`src/rtl/lsmd_pkg.sv`:
```
`default_nettype none
package lsmd_pkg;

	typedef enum logic [1:0] {
		PH_SKIP    = 2'd0,
		PH_HEADER  = 2'd1,
		PH_PAYLOAD = 2'd2
	} phase_t;

	// Position within the three-byte message header.
	localparam logic [1:0] HC_SIZE_LO = 2'd0;
	localparam logic [1:0] HC_SIZE_HI = 2'd1;
	localparam logic [1:0] HC_TYPE    = 2'd2;

	localparam logic [7:0] NO_OFFSET     = 8'd255;
	localparam logic [4:0] HDR_LEN_RESET = 5'd16;

	typedef struct packed {
		phase_t      phase;
		logic [4:0]  skip_count;
		logic [1:0]  header_count;
		logic [15:0] frame_len;
		logic [7:0]  type_reg;
		logic [15:0] payload_count;
	} dfr_state_t;

	typedef struct packed {
		logic        valid;
		logic [7:0]  payload_byte;
		logic        has_byte;
		logic [7:0]  rec_type;
		logic [15:0] payload_index;
		logic        msg_first;
		logic        msg_last;
		logic        aborted;
	} dfr_result_t;

	localparam dfr_state_t STATE_RESET = '{
		phase:         PH_SKIP,
		skip_count:    5'd0,
		header_count:  2'd0,
		frame_len:     16'd0,
		type_reg:      8'd0,
		payload_count: 16'd0
	};

endpackage
`default_nettype wire

```
`src/rtl/lsmd_step.sv`:
```
`default_nettype none
module lsmd_step
	import lsmd_pkg::*;
(
	input  wire dfr_state_t  st,
	input  wire [4:0]        hdr_len,
	input  wire [7:0]        data_byte,
	input  wire [7:0]        pos_in_chunk,
	input  wire [7:0]        first_msg_offset,
	output dfr_state_t       st_nxt,
	output dfr_result_t      res
);

	logic        mark;
	logic        last;
	logic        skipping;
	phase_t      ph;

	assign mark = (first_msg_offset != NO_OFFSET) && (pos_in_chunk == first_msg_offset);
	assign skipping = (st.phase == PH_SKIP) && (st.skip_count < hdr_len);
	assign last = ({1'b0, st.payload_count} + 17'd1) >= {1'b0, st.frame_len};

	always_comb begin
		st_nxt = st;
		res = '0;
		ph = st.phase;
		if (skipping) begin
			st_nxt.skip_count = st.skip_count + 5'd1;
		end else begin
			if (ph == PH_SKIP) begin
				ph = PH_HEADER;
				st_nxt.header_count = HC_SIZE_LO;
			end
			// A start mark inside a partial message drops it and restarts
			// framing on this byte.
			if (mark) begin
				if (ph == PH_PAYLOAD) begin
					res.valid         = 1'b1;
					res.rec_type      = st.type_reg;
					res.payload_index = st.payload_count;
					res.msg_first     = (st.payload_count == 16'd0);
					res.msg_last      = 1'b1;
					res.aborted       = 1'b1;
				end else if (st_nxt.header_count != HC_SIZE_LO) begin
					res.valid     = 1'b1;
					res.msg_first = 1'b1;
					res.msg_last  = 1'b1;
					res.aborted   = 1'b1;
				end
				ph = PH_HEADER;
				st_nxt.header_count  = HC_SIZE_LO;
				st_nxt.payload_count = 16'd0;
			end
			if (ph == PH_PAYLOAD) begin
				res.valid         = 1'b1;
				res.payload_byte  = data_byte;
				res.has_byte      = 1'b1;
				res.rec_type      = st.type_reg;
				res.payload_index = st.payload_count;
				res.msg_first     = (st.payload_count == 16'd0);
				res.msg_last      = last;
				if (last) begin
					st_nxt.phase         = PH_HEADER;
					st_nxt.header_count  = HC_SIZE_LO;
					st_nxt.payload_count = 16'd0;
				end else begin
					st_nxt.phase         = PH_PAYLOAD;
					st_nxt.payload_count = st.payload_count + 16'd1;
				end
			end else begin
				st_nxt.phase = PH_HEADER;
				case (st_nxt.header_count)
					HC_SIZE_LO: begin
						st_nxt.frame_len[7:0] = data_byte;
						st_nxt.header_count   = HC_SIZE_HI;
					end
					HC_SIZE_HI: begin
						st_nxt.frame_len[15:8] = data_byte;
						st_nxt.header_count    = HC_TYPE;
					end
					default: begin
						st_nxt.type_reg      = data_byte;
						st_nxt.header_count  = HC_SIZE_LO;
						st_nxt.payload_count = 16'd0;
						if (st.frame_len == 16'd0) begin
							res.valid     = 1'b1;
							res.rec_type  = data_byte;
							res.msg_first = 1'b1;
							res.msg_last  = 1'b1;
						end else begin
							st_nxt.phase = PH_PAYLOAD;
						end
					end
				endcase
			end
		end
	end

endmodule
`default_nettype wire

```
`src/rtl/log_stream_message_deframer_core.sv`:
```
`default_nettype none
// Log stream deframer. Bytes arrive one per item, each with its position in
// the transport chunk and the chunk's first-message offset. After reset the
// first file_header_len bytes are skipped once; then every message is a
// little-endian 16-bit size and a type byte followed by the payload, and each
// payload byte leaves as one result item with its type, index and first/last
// flags. A zero-size message yields one empty item, and a message start marked
// while a message is partial yields one abort item before framing restarts
// on the marked byte. The block takes one byte per clock cycle while out_stall
// does not hold the result register; an item is captured in an input register
// and its result is then written to a result register.
// file_header_len should only be written while no items are in flight.
module log_stream_message_deframer_core
	import lsmd_pkg::*;
(
	input  wire        clk,
	input  wire        arst_n,
	input  wire        cfg_we,
	input  wire [4:0]  cfg_wdata,
	input  wire        in_valid,
	output logic       in_stall,
	input  wire [7:0]  data_byte,
	input  wire [7:0]  pos_in_chunk,
	input  wire [7:0]  first_msg_offset,
	output logic       out_valid,
	input  wire        out_stall,
	output logic [7:0] payload_byte,
	output logic       has_byte,
	output logic [7:0] rec_type,
	output logic [15:0] payload_index,
	output logic       msg_first,
	output logic       msg_last,
	output logic       aborted
);

	logic [4:0]  hdr_len_q;
	dfr_state_t  st_q;
	dfr_state_t  st_nxt;
	dfr_result_t res;
	dfr_result_t out_q;

	logic       valid_s1;
	logic [7:0] data_s1;
	logic [7:0] pos_s1;
	logic [7:0] fmo_s1;
	logic       adv;
	logic       accept;

	// The held item moves on whenever the result register is free or being taken.
	assign adv      = !out_q.valid || !out_stall;
	assign in_stall = valid_s1 && !adv;
	assign accept   = in_valid && !in_stall;

	always_ff @(posedge clk or negedge arst_n) begin
		if (!arst_n) begin
			hdr_len_q <= HDR_LEN_RESET;
		end else if (cfg_we) begin
			hdr_len_q <= cfg_wdata;
		end
	end

	always_ff @(posedge clk or negedge arst_n) begin
		if (!arst_n) begin
			valid_s1 <= 1'b0;
		end else if (accept) begin
			valid_s1 <= 1'b1;
		end else if (adv) begin
			valid_s1 <= 1'b0;
		end
	end

	always_ff @(posedge clk) begin
		if (accept) begin
			data_s1 <= data_byte;
			pos_s1  <= pos_in_chunk;
			fmo_s1  <= first_msg_offset;
		end
	end

	lsmd_step u_step (
		.st               (st_q),
		.hdr_len          (hdr_len_q),
		.data_byte        (data_s1),
		.pos_in_chunk     (pos_s1),
		.first_msg_offset (fmo_s1),
		.st_nxt           (st_nxt),
		.res              (res)
	);

	always_ff @(posedge clk or negedge arst_n) begin
		if (!arst_n) begin
			st_q <= STATE_RESET;
		end else if (valid_s1 && adv) begin
			st_q <= st_nxt;
		end
	end

	always_ff @(posedge clk or negedge arst_n) begin
		if (!arst_n) begin
			out_q <= '0;
		end else if (adv) begin
			out_q       <= res;
			out_q.valid <= valid_s1 && res.valid;
		end
	end

	assign out_valid     = out_q.valid;
	assign payload_byte  = out_q.payload_byte;
	assign has_byte      = out_q.has_byte;
	assign rec_type      = out_q.rec_type;
	assign payload_index = out_q.payload_index;
	assign msg_first     = out_q.msg_first;
	assign msg_last      = out_q.msg_last;
	assign aborted       = out_q.aborted;

	a_abort_shape: assert property (@(posedge clk) disable iff (!arst_n)
		out_valid && aborted |-> msg_last && !has_byte && (payload_byte == 8'd0))
		else $error("abort item with a payload byte or without last flag");

	a_payload_size: assert property (@(posedge clk) disable iff (!arst_n)
		st_q.phase == PH_PAYLOAD |-> st_q.frame_len != 16'd0)
		else $error("payload phase entered with a zero message size");

	a_skip_clean: assert property (@(posedge clk) disable iff (!arst_n)
		st_q.phase == PH_SKIP |-> (st_q.header_count == HC_SIZE_LO)
			&& (st_q.payload_count == 16'd0))
		else $error("framing counters moved during file header skip");

	a_out_source: assert property (@(posedge clk) disable iff (!arst_n)
		$rose(out_valid) |-> $past(valid_s1))
		else $error("result appeared without an item in the input register");

endmodule
`default_nettype wire

```
`config.mk`:
```
export PLATFORM = sky130hd
export DESIGN_NAME = log_stream_message_deframer_core
export DESIGN_NICKNAME = d
export VERILOG_FILES = /design/src/rtl/lsmd_pkg.sv /design/src/rtl/lsmd_step.sv /design/src/rtl/log_stream_message_deframer_core.sv
export SDC_FILE = /design/constraint.sdc
export NUM_CORES = 1
export LEC_CHECK = 0
export ABC_AREA = 1
export BUFFER_PORTS_ARGS = -buffer_cell sky130_fd_sc_hd__buf_2
export CAP_MARGIN = 30
export CORE_MARGIN = 2
export CORE_UTILIZATION = 40
export DETAILED_ROUTE_END_ITERATION = 16
export PLACE_DENSITY = 0.6
export SLEW_MARGIN = 20
export SYNTH_ARGS = -nofsm -noshare
export SYNTH_HDL_FRONTEND = slang
export SYNTH_SLANG_ARGS = --single-unit
```
`constraint.sdc`:
```
create_clock -name clk -period 4.8 [get_ports clk]
set_clock_uncertainty 0.05 [all_clocks]
set_input_delay 0.24 -clock clk [delete_from_list [all_inputs] [get_ports clk]]
set_output_delay 0.24 -clock clk [all_outputs]
set_load 0.02 [all_outputs]
```
==> After elaboration in Yosys (flattened, before gate mapping) <==
Index checks and enable logic that the tools add are counted.
{ "word_totals": {"word_cells": 98, "register_bits": 116, "in_bits": 34} }
{ "op_classes": {"bitwise": 3, "add_sub_neg": 3, "muxes": 40, "n_eq_ne": 6, "reduce_logical": 24, "n_lt_le_gt_ge": 2} }
{ "op_table": {"columns": ["cell", "n"], "rows": [
  ["2-to-1 mux 16 bit", 5],
  ["2-to-1 mux 37 bit", 1],
  ["2-to-1 mux 2 bit", 17],
  ["zero test 16 bit", 2],
  ["2-to-1 mux 27 bit", 1],
  ["2-to-1 mux 24 bit", 1],
  ["2-to-1 mux 8 bit", 3],
  ["adder 16 x 1 -> 17 bit, second input constant", 1],
  ["greater-or-equal comparator 17 x 16 -> 1 bit", 1],
  ["adder 16 x 1 -> 16 bit, second input constant", 1],
  ["AND reduction 4 bit", 3],
  ["2-to-1 mux 9 bit", 1],
  ["equality test 8 bit", 1],
  ["2-to-1 mux 1 bit", 8],
  ["!= test 8 bit, second input constant", 1],
  ["logical AND 1 bit", 6],
  ["2-to-1 mux 3 bit", 2],
  ["adder 5 x 1 -> 5 bit, second input constant", 1],
  ["< comparator 5 bit", 1],
  ["equality test 2 bit, second input constant", 2],
  ["zero test 1 bit", 4],
  ["zero test 2 bit", 2],
  ["one-hot mux 2 bit (2 select lines)", 1],
  ["AND reduction 2 bit", 2],
  ["7 further kinds", 10]
]} }

==> Depth between registers and ports, before layout <==
Gate-level depths: netlist of the first run.
{ "depth": {"word_depth": 12, "depth_mapped": 19, "mapped_depth_nobuf": 19} }

==> Modules after synthesis <==
A second synthesis of the first run with hierarchy kept.
{ "hier_totals": {"cells_unflattened": 875, "hier_area_um2": 6725.2} }
{ "modules_own_cells": {"columns": ["module", "n_inst", "seq_area_each_um2", "cells_per_inst", "area_per_inst_um2"], "rows": [
  ["log_stream_message_deframer_core", 1, 3024.2, 425, 4364.2],
  ["lsmd_step", 1, 0.0, 450, 2361.0]
]} }

==> Worst setup path after synthesis of the first run <==
No wires, ideal clock.
{ "synth_timing": {"path_kind": "reg2reg", "from": "register st_q[0] in the netlist's numbering", "to": "register st_q[6] in the netlist's numbering", "setup_slack_ps": 2367, "synth_period_minus_slack_ps": 2433, "stages_incl_launch_ff": 18, "arrival_ps": 2307, "path_buffers": 1, "path_cell_list": "dfrtp_1 > ha_1 > nand3_2 > nor2_1 > nand3_1 > xor2_1 > inv_1 > ha_1 > nand2_1 > nor2_1 > nand3_1 > nor2_1 > nor2_1 > nand3_1 > nand2_2 > buf_2 > nand4_1 > o21bai_2"} }
{ "synth_between": {"elab_chain_len": 4} }
{ "synth_lines": {"columns": ["element", "line", "source"], "rows": [
  ["start, declared", "log_stream_message_deframer_core.sv:37", "dfr_state_t st_q;"],
  ["start signal, assigned", "log_stream_message_deframer_core.sv:94", "st_q <= st_nxt;"],
  ["adder 16 x 1 -> 17 bit", "lsmd_step.sv:21", "assign last = ({1'b0, st.payload_count} + 17'd1) >= {1'b0, st.frame_len};"],
  ["greater-or-equal comparator 17 x 16 -> 1 bit", "lsmd_step.sv:21", null],
  ["2-to-1 mux 16 bit *", "lsmd_step.sv:62", "if (last) begin"],
  ["2-to-1 mux 16 bit *", "lsmd_step.sv:54", "if (ph == PH_PAYLOAD) begin"]
]} }
Mark *: on every way between the ends. The rest lies on a longest branch, timed or not.
A chain may end at the register's enable or synchronous reset.

==> Worst setup path in the final report of the first run <==
{ "layout_timing": {"from": "register st_q[0] in the netlist's numbering", "to": "register st_q[48] in the netlist's numbering"} }
{ "layout_between": {"elab_chain_len": 4} }
{ "layout_lines": {"columns": ["element", "line"], "rows": [
  ["adder 16 x 1 -> 17 bit", "lsmd_step.sv:21"],
  ["greater-or-equal comparator 17 x 16 -> 1 bit", "lsmd_step.sv:21"],
  ["2-to-1 mux 2 bit", "lsmd_step.sv:62"],
  ["2-to-1 mux 2 bit", "lsmd_step.sv:54"]
]} }
No other way between the ends.

==> out/qor.txt, run 1 <==
Status = finished clean
Ratio of cells with drive above 1 in the final layout = 21.6%
Synth area leaders = dfrtp_1 38%, edfxtp_1 12%, nand2_1 9.8%
Worst reg2reg startpoint = st_q[0]$_DFFE_PN0P_
GR Util All Layers = 18.7%
Ys Warns = 0
Tcrit/Tclk final = 61.0%
Clock Sinks = 116
Hold Slack = 0.0552 ns
GRT Residual Overflow = 0
Initial antenna violation count = 0
Drt first pass iters = 5
Most used DFF post-synth = dfrtp_1
Non-Filler Instances = 938
First-pass GRT wire length = 23,600 um
Die height = 126 um
Worst r2r path cells = 18
FF-to-FF setup slack = 1.87 ns
Via count = 4,765
Final Hold Fails = 0
Die area = 16,000 um2
CP endpoint kind = flop
Initial Util = 41.0%
Post-CTS setup buffer count = 0
Top-count cell post-synth = nand2_1
Routed len/inst = 14.9 um
Synth Instances = 639
PortBufs = 71
Routability Congestion = 0.933
Post-synthesis sequential area ratio = 50.5%
Pwr dens = 564 nW/um2
TritonCTS Buffers = 17
Antenna Violating Nets Remaining = 0
I/O pin total = 72
Dpl hpwl = 9690 um
Worst vdd ir = 0.264 mV
Crit path DAT = 3.19 ns
Core Box Area = 14,600 um2
CTS tree = done
Setup TNS = 0 ns
FMAX = 341 MHz
Cells after DPL = 875
Leak = 3.59 nW
Final WL = 14,000 um
Slew Limit Fails = 0
Site Rows = 44
Fill count = 1,341
Largest net degree at the start of global routing = 62
H-tree depth = 4
Required time worst endpoint = 5.06 ns
Root Buffer Master = clkbuf_16
Max-slew headroom = 43.5%
Max_cap viols = 0
Crit Path Category = reg -> reg
Worst min path class = in -> reg
Distinct cells, synth = 42
CP startpoint kind = flop
Cell taking the most area after synthesis = dfrtp_1
Commonest cells in the synthesized netlist = 156 x nand2_1, 91 x dfrtp_1, 73 x inv_1
Syn nets = 696
Clk Latency, worst-skew pair = 0.42 ns
Max clock buf depth = 2
Period minus WS final = 2.93 ns
Slew @ Worst Pin = 0.846 ns
Area occupied by multi-input gates = 2540 um2
Worst-path clk slew = 0.06 ns
Synth Area per Inst = 9.37 um2
Synth Register Bits = 116
Worst Hold Path EP = hdr_len_q[4]$_DFFE_PN1P_
Crit path max fanout = 17
Vias in the first global route = 4,829
Hold_sp = cfg_we
Reg area = 3020 um2
Die Wd = 126 um
Number of DRC markers in iteration 0 = 274
DR vias/cell = 5.08
Setup violators final = 0
Mapped Area = 5990 um2
Number of synthesized flops with an enable pin = 24
Synth top area share = 38.0%
RSZ-0062 raised after global routing = false
Async SR Flop Fraction = 79.3%
Layout Nets = 798
Worst r2r dst = st_q[48]$_DFFE_PN0P_
Worst Hold Depth = 2
# diodes = 0
Area Overhead vs Synth = 23.0%
DRC Markers = 0
## through the flow
step / area [um2] / worst slack, ns / total power, W / util [%]
floorplan: 5990 / 2.37 / 0.00253 / -
finish: 7360 / 1.87 / 0.00416 / 50.5
global route: 7360 / 1.54 / 0.00444 / 50.5
detailed placement: 6450 / 1.95 / 0.00287 / 44.2
global placement: 6450 / 1.98 / 0.00284 / 44.2
CTS: 7350 / 1.91 / 0.00417 / 50.4
## per-layer routing
| metal | vias up | wire, um | track usage (%) |
|---|---|---|---|
| li1 | 2322 | - | - |
| met5 | - | 0 | 0 |
| met4 | 0 | 364 | 8.40 |
| met2 | 145 | 6260 | 28.8 |
| met3 | 33 | 659 | 4.30 |
| met1 | 2265 | 6740 | 25.3 |
## report_power, final
group / switching (W) / leakage (nW) / internal, W / total (W)
clock: 0.000498 / 0.293 / 0.000772 / 0.00127
sequential: 0.000186 / 1.45 / 0.00124 / 0.00143
combinational: 0.000956 / 1.85 / 0.000500 / 0.00146
total: 0.00164 / 3.59 / 0.00252 / 0.00416
## state kept, by name, summed over array words and instances (netlist names)
register and count:
data_s1 8, out_valid 1, msg_first 1, payload_index 16, has_byte 1, st_q 49
aborted 1, rec_type 8, fmo_s1 8, pos_s1 8, valid_s1 1, msg_last 1
hdr_len_q 5, payload_byte 8
## final cells by class
| class | count | area share (%) |
|---|---|---|
| sequential | 116 | 41.1 |
| timing repair buffer | 103 | 9.24 |
| multi-input combinational | 427 | 34.5 |
| clock inverter | 13 | 1.85 |
| clock buffer | 19 | 6.30 |
| inverter | 76 | 3.91 |
| tap | 184 | 3.13 |
## cell families after synthesis
logic type               count (synthesis)  share of synthesized area, %
multiplexers                             1                         0.188
buffers and inverters                   96                          7.06
adder cells (fa/ha/maj)                 23                          4.81
XOR/XNOR                                24                          3.51
AO/OA/AOI/OAI                          107                          12.2
AND/OR/NAND/NOR                        272                          21.7
flip-flops                             116                          50.5
## how the worst max path moves through the flow
stage,startpoint,to,slack (ns)
3_3_place_gp,st_q[0]$_DFFE_PN0P_,msg_last$_DFFE_PN0N_,1.98
3_5_place_dp,st_q[0]$_DFFE_PN0P_,st_q[48]$_DFFE_PN0P_,1.95
6_report,st_q[0]$_DFFE_PN0P_,st_q[48]$_DFFE_PN0P_,1.87
5_1_grt,st_q[0]$_DFFE_PN0P_,st_q[41]$_DFFE_PN0P_,1.54
4_1_cts,st_q[0]$_DFFE_PN0P_,st_q[40]$_DFFE_PN0P_,1.91
2_1_floorplan,st_q[0]$_DFFE_PN0P_,st_q[6]$_DFFE_PN0P_,2.37
## critical path, stage by stage, from the launching register on
cell and delay (ns):
dfrtp_1 0.40, ha_1 0.22, nand3_2 0.13, nor2_1 0.22, nand3_1 0.13, xor2_1 0.15
inv_1 0.08, ha_1 0.29, nand2_1 0.09, nor2_1 0.10, nand3_1 0.09, nor2_1 0.12
nor2_1 0.05, nand3_1 0.09, nand2_2 0.24, nand3_2 0.19, nand2_1 0.07, nand2_1 0.06
nand2_1 0.05
## cell usage in the layout (no fill, tap or decap), types with 19 or more instances in the layout
cell,n
inv_1,73
edfxtp_1,24
nand4_1,24
dlygate4sd3_1,30
ha_1,23
o21ai_0,21
a21oi_1,19
nand3_1,24
nor2_1,32
buf_2,70
dfrtp_1,91
nand2_1,156
## timing repair
action	4_1_cts	5_1_grt
hold endpoints to repair	88	0
resized for setup	0	0
hold buffers	30	0
setup endpoints to repair	0	0
Power figures use the tool's default switching activity.
==> run 2, diff against run 1 <==
clock period = 2.9 ns   (was 4.8 ns; I/O delays follow)
==> run 2 against run 1 <==
  * Fmax rose by 9.2%
  * Sequential share of layout area fell by 1.3 points
  * Critical path depth did not move
  * Setup slack got worse by 1.7 ns
  * Cell count rose by 2.1%
==> out/qor.txt, run 2 (synthesis gave the netlist of run 1 again) <==
Root Buffer Master = clkbuf_16
Pwr dens = 945 nW/um2 (+68%)
Slew @ Worst Pin = 0.811 ns (-0.0349 ns)
Vias in the first global route = 4,726 (-2.1%)
Most frequent cells in the layout = 156 x nand2_1, 90 x dfrtp_1, 72 x inv_1
# diodes = 0 (unchanged)
GRT Residual Overflow = 0 (unchanged)
Crit path DAT = 2.98 ns (-0.21 ns)
Most common cell after layout, fill and taps aside = nand2_1
Initial Util = 41.0% (unchanged)
FMAX = 373 MHz (+9.2%)
Area Overhead vs Synth = 26.9%
Dpl hpwl = 9890 um (+2.1%)
Worst min path class = in -> reg
Worst-path clk slew = 0.05 ns (about the same)
CP startpoint kind = flop
Initial antenna violation count = 0 (unchanged)
Seq pwr share = 32.9% (-1.5 points)
Final Hold Fails = 0 (unchanged)
GR Util All Layers = 18.8% (+0.11 points)
Crit path max fanout = 6 (-11)
Leak = 3.71 nW (+3.5%)
Site Rows = 44 (unchanged)
Final Instance Area = 7600 um2 (+3.2%)
DP Area = 6520 um2 (+1.0%)
Number of flip-flops in the largest register = 49 (unchanged)
Max_cap viols = 0 (unchanged)
DRC Markers = 0 (unchanged)
Routed len/inst = 14.9 um (-0.54%)
Core Box Area = 14,600 um2 (unchanged)
Ratio of cells with drive above 1 in the final layout = 23.0% (+1.4 points)
Drt first pass iters = 5 (unchanged)
RSZ-0062 raised after global routing = false
Period minus WS final = 2.68 ns (-0.246 ns)
Fill count = 1,325 (-1.2%)
Worst vdd ir = 0.493 mV (+87%)
Clock power share = 30.6% (about the same)
Max-slew headroom = 45.9% (+2.4 points)
Sw Ratio = 37.3% (-2.2 points)
Clk Latency, worst-skew pair = 0.42 ns (about the same)
CTS tree = done
H-tree depth = 4 (unchanged)
First-pass GRT wire length = 23,500 um (-0.44%)
Layout Nets = 818 (+2.5%)
Largest net degree at the start of global routing = 62 (unchanged)
Number of DRC markers in iteration 0 = 228 (-17%)
Setup violators final = 0 (unchanged)
Required time worst endpoint = 3.19 ns (-1.87 ns)
Via count = 4,790 (+0.52%)
Setup TNS = 0 ns (unchanged)
Sw Pwr = 0.00268 W (+63%)
DR vias/cell = 5.00 (-1.6%)
Final setup margin = 0.218 ns (-1.65 ns)
TritonCTS Buffers = 17 (unchanged)
Routability Congestion = 0.962 (+3.1%)
Die Wd = 126 um (unchanged)
Slew Limit Fails = 0 (unchanged)
Biggest register = st_q
Clock Sinks = 116 (unchanged)
Internal power = 0.00450 W (+79%)
Die area = 16,000 um2 (unchanged)
Tcrit/Tclk final = 92.5% (+31 points)
PortBufs = 71 (unchanged)
Non-Filler Instances = 958 (+2.1%)
Cells after DPL = 884 (+1.0%)
Die height = 126 um (unchanged)
CP endpoint kind = flop
Crit Path Category = reg -> reg
Status = finished clean
Antenna Violating Nets Remaining = 0 (unchanged)
Comb pwr share = 36.5% (+1.5 points)
I/O pin total = 72 (unchanged)
Max clock buf depth = 2 (unchanged)
Setup WS pre-CTS = 0.0395 ns (-1.91 ns)
Final WL = 14,200 um (+1.6%)
[run 2: cell count changes in the layout (fill, tap and decap cells not counted), sizes merged]
cell and delta:
dlygate4sd3 +8, clkinv +1, inv -7, buf +12
clkbuf +3, bufinv +3
[run 2: per-stage QoR]
stage / util (%) / power [W] / hold WS [ns]
after floorplan: - / 0.00420 / -0.201
after global placement: 44.7 / 0.00474 / 0.248
after detailed placement: 44.7 / 0.00479 / 0.246
after CTS: 51.5 / 0.00707 / 0.152
after global routing: 52.1 / 0.00767 / 0.189
final: 52.1 / 0.00718 / 0.168
[run 2: per-layer routing]
| metal | GRT usage [%] | vias up | wire length [um] |
|---|---|---|---|
| li1 | - | 2368 | - |
| met2 | 30.0 | 139 | 6620 |
| met3 | 4.72 | 23 | 720 |
| met1 | 24.9 | 2260 | 6650 |
| met4 | 6.98 | 0 | 248 |
| met5 | 0 | - | 0 |
[run 2: worst paths after layout]
path,to,slack [ns],start,cells after the start
max in group asynchronous,st_q[11]$_DFFE_PN0P_,1.81,arst_n,3
min in group asynchronous,payload_byte[4]$_DFFE_PN0N_,0.27,arst_n,2
min,out_valid$_DFFE_PN0N_,0.17,out_stall,3
min reg2reg,out_valid$_DFFE_PN0N_,0.42,valid_s1$_DFFE_PN0P_,2
max reg2reg,st_q[13]$_DFFE_PN0P_,0.22,st_q[0]$_DFFE_PN0P_,18
max,st_q[13]$_DFFE_PN0P_,0.22,st_q[0]$_DFFE_PN0P_,18
[run 2: worst max-delay path: stages (launching register included)]
cell,delay [ns]
dfrtp_1,0.44
ha_4,0.17
nand3_2,0.13
inv_2,0.10
nand2_2,0.07
nor2_2,0.11
xor2_1,0.16
inv_1,0.08
ha_1,0.29
nand2_1,0.10
nor2_1,0.05
nand3_1,0.08
nor2_1,0.05
nor2_1,0.11
nand3_2,0.11
nand2_4,0.13
buf_4,0.13
nand4_1,0.11
o21bai_2,0.14
[run 2: power groups by stage]
stage	registers, W	logic [W]	clock network, W
2_1_floorplan	0.00237	0.00183	0
3_3_place_gp	0.00236	0.00238	0
3_5_place_dp	0.00237	0.00242	0
4_1_cts	0.00235	0.00248	0.00224
5_1_grt	0.00241	0.00294	0.00232
6_report	0.00236	0.00262	0.00220
[run 2: cell type report]
| type | count | area, um2 | area share, % |
|---|---|---|---|
| clock buffers | 22 | 464 | 6.11 |
| clock inverters | 10 | 156 | 2.06 |
| inverters | 76 | 288 | 3.79 |
| multi-input cells | 427 | 2580 | 33.9 |
| flip-flops and latches | 116 | 3030 | 39.8 |
| well taps | 184 | 230 | 3.03 |
| repair buffers | 123 | 856 | 11.3 |
[run 2: what timing repair did]
| action | 4_1_cts | 5_1_grt |
|---|---|---|
| setup endpoints to repair | 0 | 21 |
| endpoints found under the hold margin | 87 | 0 |
| resized for setup | 0 | 10 |
| hold buffers | 38 | 0 |
| buffers inserted | 0 | 4 |
==> run 3, diff against run 2 <==
CAP_MARGIN = default   (was 30)
CELL_PAD_IN_SITES_DETAIL_PLACEMENT = 1   (was default)
CELL_PAD_IN_SITES_GLOBAL_PLACEMENT = 1   (was default)
PLACE_DENSITY = 0.74   (was 0.6)
==> run 3 against run 2 <==
  * Routed wire length up 23%
  * Sequential share of layout area down 0.26 points
  * Cell area up 0.82%
  * Core utilization up 0.43 points
  * Cell count up 0.42%
  * Die area unchanged
  * Flip-flop and latch count unchanged
  * Register-to-register slack worse by 0.14 ns
  * Fmax down 4.9%
  * Critical path depth down 2
==> out/qor.txt, run 3 (synthesis gave the netlist of run 1 again) <==
Tcrit/Tclk final = 97.2% (+4.8 points)
Status = finished clean
Vias in the first global route = 5,520 (+17%)
Slew Limit Fails = 0 (unchanged)
Worst Hold Depth = 2 (-1)
Biggest register = st_q
Area Overhead vs Synth = 28.0%
Final Core Density = 52.5% (+0.43 points)
Antenna Violating Nets Remaining = 0 (unchanged)
Routed len/inst = 18.2 um (+22%)
Worst Hold Path EP = hdr_len_q[0]$_DFFE_PN0P_
Worst r2r path cells = 16 (-2)
Hold_sp = cfg_we
Period minus WS final = 2.82 ns (+0.138 ns)
CP startpoint kind = flop
GRT Residual Overflow = 0 (unchanged)
Worst-path clk slew = 0.07 ns (+0.02 ns)
Final setup margin = 0.0799 ns (-0.138 ns)
Reg area = 3030 um2 (+0.17%)
FF-to-FF setup slack = 0.08 ns (-0.14 ns)
Site Rows = 44 (unchanged)
Layout Nets = 822 (+0.49%)
Setup WS pre-CTS = -0.0396 ns (-0.0791 ns)
Ratio of cells with drive above 1 in the final layout = 25.6% (+2.6 points)
Non-Filler Instances = 962 (+0.42%)
Final Hold Fails = 0 (unchanged)
FMAX = 355 MHz (-4.9%)
Dpl hpwl = 11,300 um (+14%)
CTS tree = done
Die Wd = 126 um (unchanged)
Initial Util = 41.0% (unchanged)
Worst r2r dst = st_q[14]$_DFFE_PN0P_
Max clock buf depth = 2 (unchanged)
Initial antenna violation count = 0 (unchanged)
Largest net degree at the start of global routing = 56 (-9.7%)
Die area = 16,000 um2 (unchanged)
Routability Congestion = 0.918 (-4.6%)
Core Box Area = 14,600 um2 (unchanged)
Leak = 3.68 nW (-0.75%)
Fill count = 1,631 (+23%)
Die height = 126 um (unchanged)
Via count = 4,990 (+4.2%)
CP endpoint kind = flop
H-tree depth = 4 (unchanged)
Critical path startpoint = st_q[0]$_DFFE_PN0P_
Worst reg2reg startpoint = st_q[0]$_DFFE_PN0P_
Worst min path class = in -> reg
Setup TNS = 0 ns (unchanged)
GR Util All Layers = 22.7% (+3.8 points)
Crit path max fanout = 5 (-1)
Most frequent cells in the layout = 154 x nand2_1, 86 x dfrtp_1, 71 x inv_1
Most common cell after layout, fill and taps aside = nand2_1
Setup violators final = 0 (unchanged)
DRC Markers = 0 (unchanged)
Slew @ Worst Pin = 0.759 ns (-0.0515 ns)
Clk Latency, worst-skew pair = 0.44 ns (+0.02 ns)
Clock Sinks = 116 (unchanged)
Cells after DPL = 881 (-0.34%)
Worst vdd ir = 0.529 mV (+7.3%)
Area occupied by multi-input gates = 2670 um2 (+3.5%)
Root Buffer Master = clkbuf_16
TritonCTS Buffers = 17 (unchanged)
Crit Path Category = reg -> reg
Drt first pass iters = 4 (-1)
Final WL = 17,500 um (+23%)
First-pass GRT wire length = 28,500 um (+21%)
PortBufs = 71 (unchanged)
Required time worst endpoint = 3.21 ns (+0.02 ns)
I/O pin total = 72 (unchanged)
Max_cap viols = 0 (unchanged)
Number of flip-flops in the largest register = 49 (unchanged)
Crit path DAT = 3.13 ns (+0.15 ns)
Pwr dens = 950 nW/um2 (+0.52%)
# diodes = 0 (unchanged)
Max-slew headroom = 49.4% (+3.4 points)
DR vias/cell = 5.19 (+3.7%)
Number of DRC markers in iteration 0 = 268 (+18%)
==> run 3: how the worst max path moves through the flow <==
stage                           endpoint  slack, ns  depth (start not counted)
floorplan            st_q[6]$_DFFE_PN0P_       0.47                         17
global placement    msg_last$_DFFE_PN0N_       0.15                         17
detailed placement  st_q[41]$_DFFE_PN0P_      -0.04                         17
CTS                 st_q[41]$_DFFE_PN0P_       0.01                         17
global route        st_q[14]$_DFFE_PN0P_      -0.06                         18
finish              st_q[14]$_DFFE_PN0P_       0.08                         16
==> run 3: layout make-up <==
type | instances | share of cell area, %
Multi-Input combinational cell | 429 | 34.8
Inverter | 76 | 3.76
Sequential cell | 116 | 39.6
Clock buffer | 17 | 5.55
Timing Repair Buffer | 125 | 11.4
Clock inverter | 15 | 1.89
Tap cell | 184 | 3.01
==> run 3: metal layers <==
layer,vias to the layer above,track usage (%),share of wire [%]
met4,0,9.63,2.0
li1,2367,-,-
met1,2466,28.5,43
met3,29,4.98,4.4
met2,128,37.7,51
met5,-,0,0
==> run 3: worst max-delay path, stage by stage (launching register included) <==
cell and delay, ns:
dfrtp_1 0.43, ha_4 0.20, nand3_4 0.11, inv_2 0.05, nand2_2 0.11, xor2_1 0.28, ha_1 0.32, nand2_1 0.08
nor2_1 0.06, nand3_2 0.09, nor2_1 0.05, nor2_1 0.17, nand3_2 0.20, nand2_4 0.18, buf_4 0.13, nand4_1 0.08
o21bai_2 0.13
==> run 3: report_power, final <==
part           internal (W)  total, W  switching (W)
sequential          0.00207   0.00238       0.000312
clock               0.00120   0.00205       0.000855
combinational      0.000994   0.00285        0.00186
==> run 3: timing repair <==
action                                 in CTS  in global routing
endpoints found under the hold margin      84                  0
hold buffers                               39                  0
cloned                                      0                  2
gates resized for setup                     1                 28
pin swaps                                   0                  7
setup endpoints to repair                  10                 21
setup buffers                               0                  8
==> run 3: stage by stage <==
stage,total power [W],area [um2],hold slack [ns]
5_1_grt,0.00776,7660,0.0879
2_1_floorplan,0.00420,5990,-0.201
4_1_cts,0.00699,7470,0.0160
3_5_place_dp,0.00486,6500,0.221
3_3_place_gp,0.00471,6500,0.206
6_report,0.00728,7660,0.0526
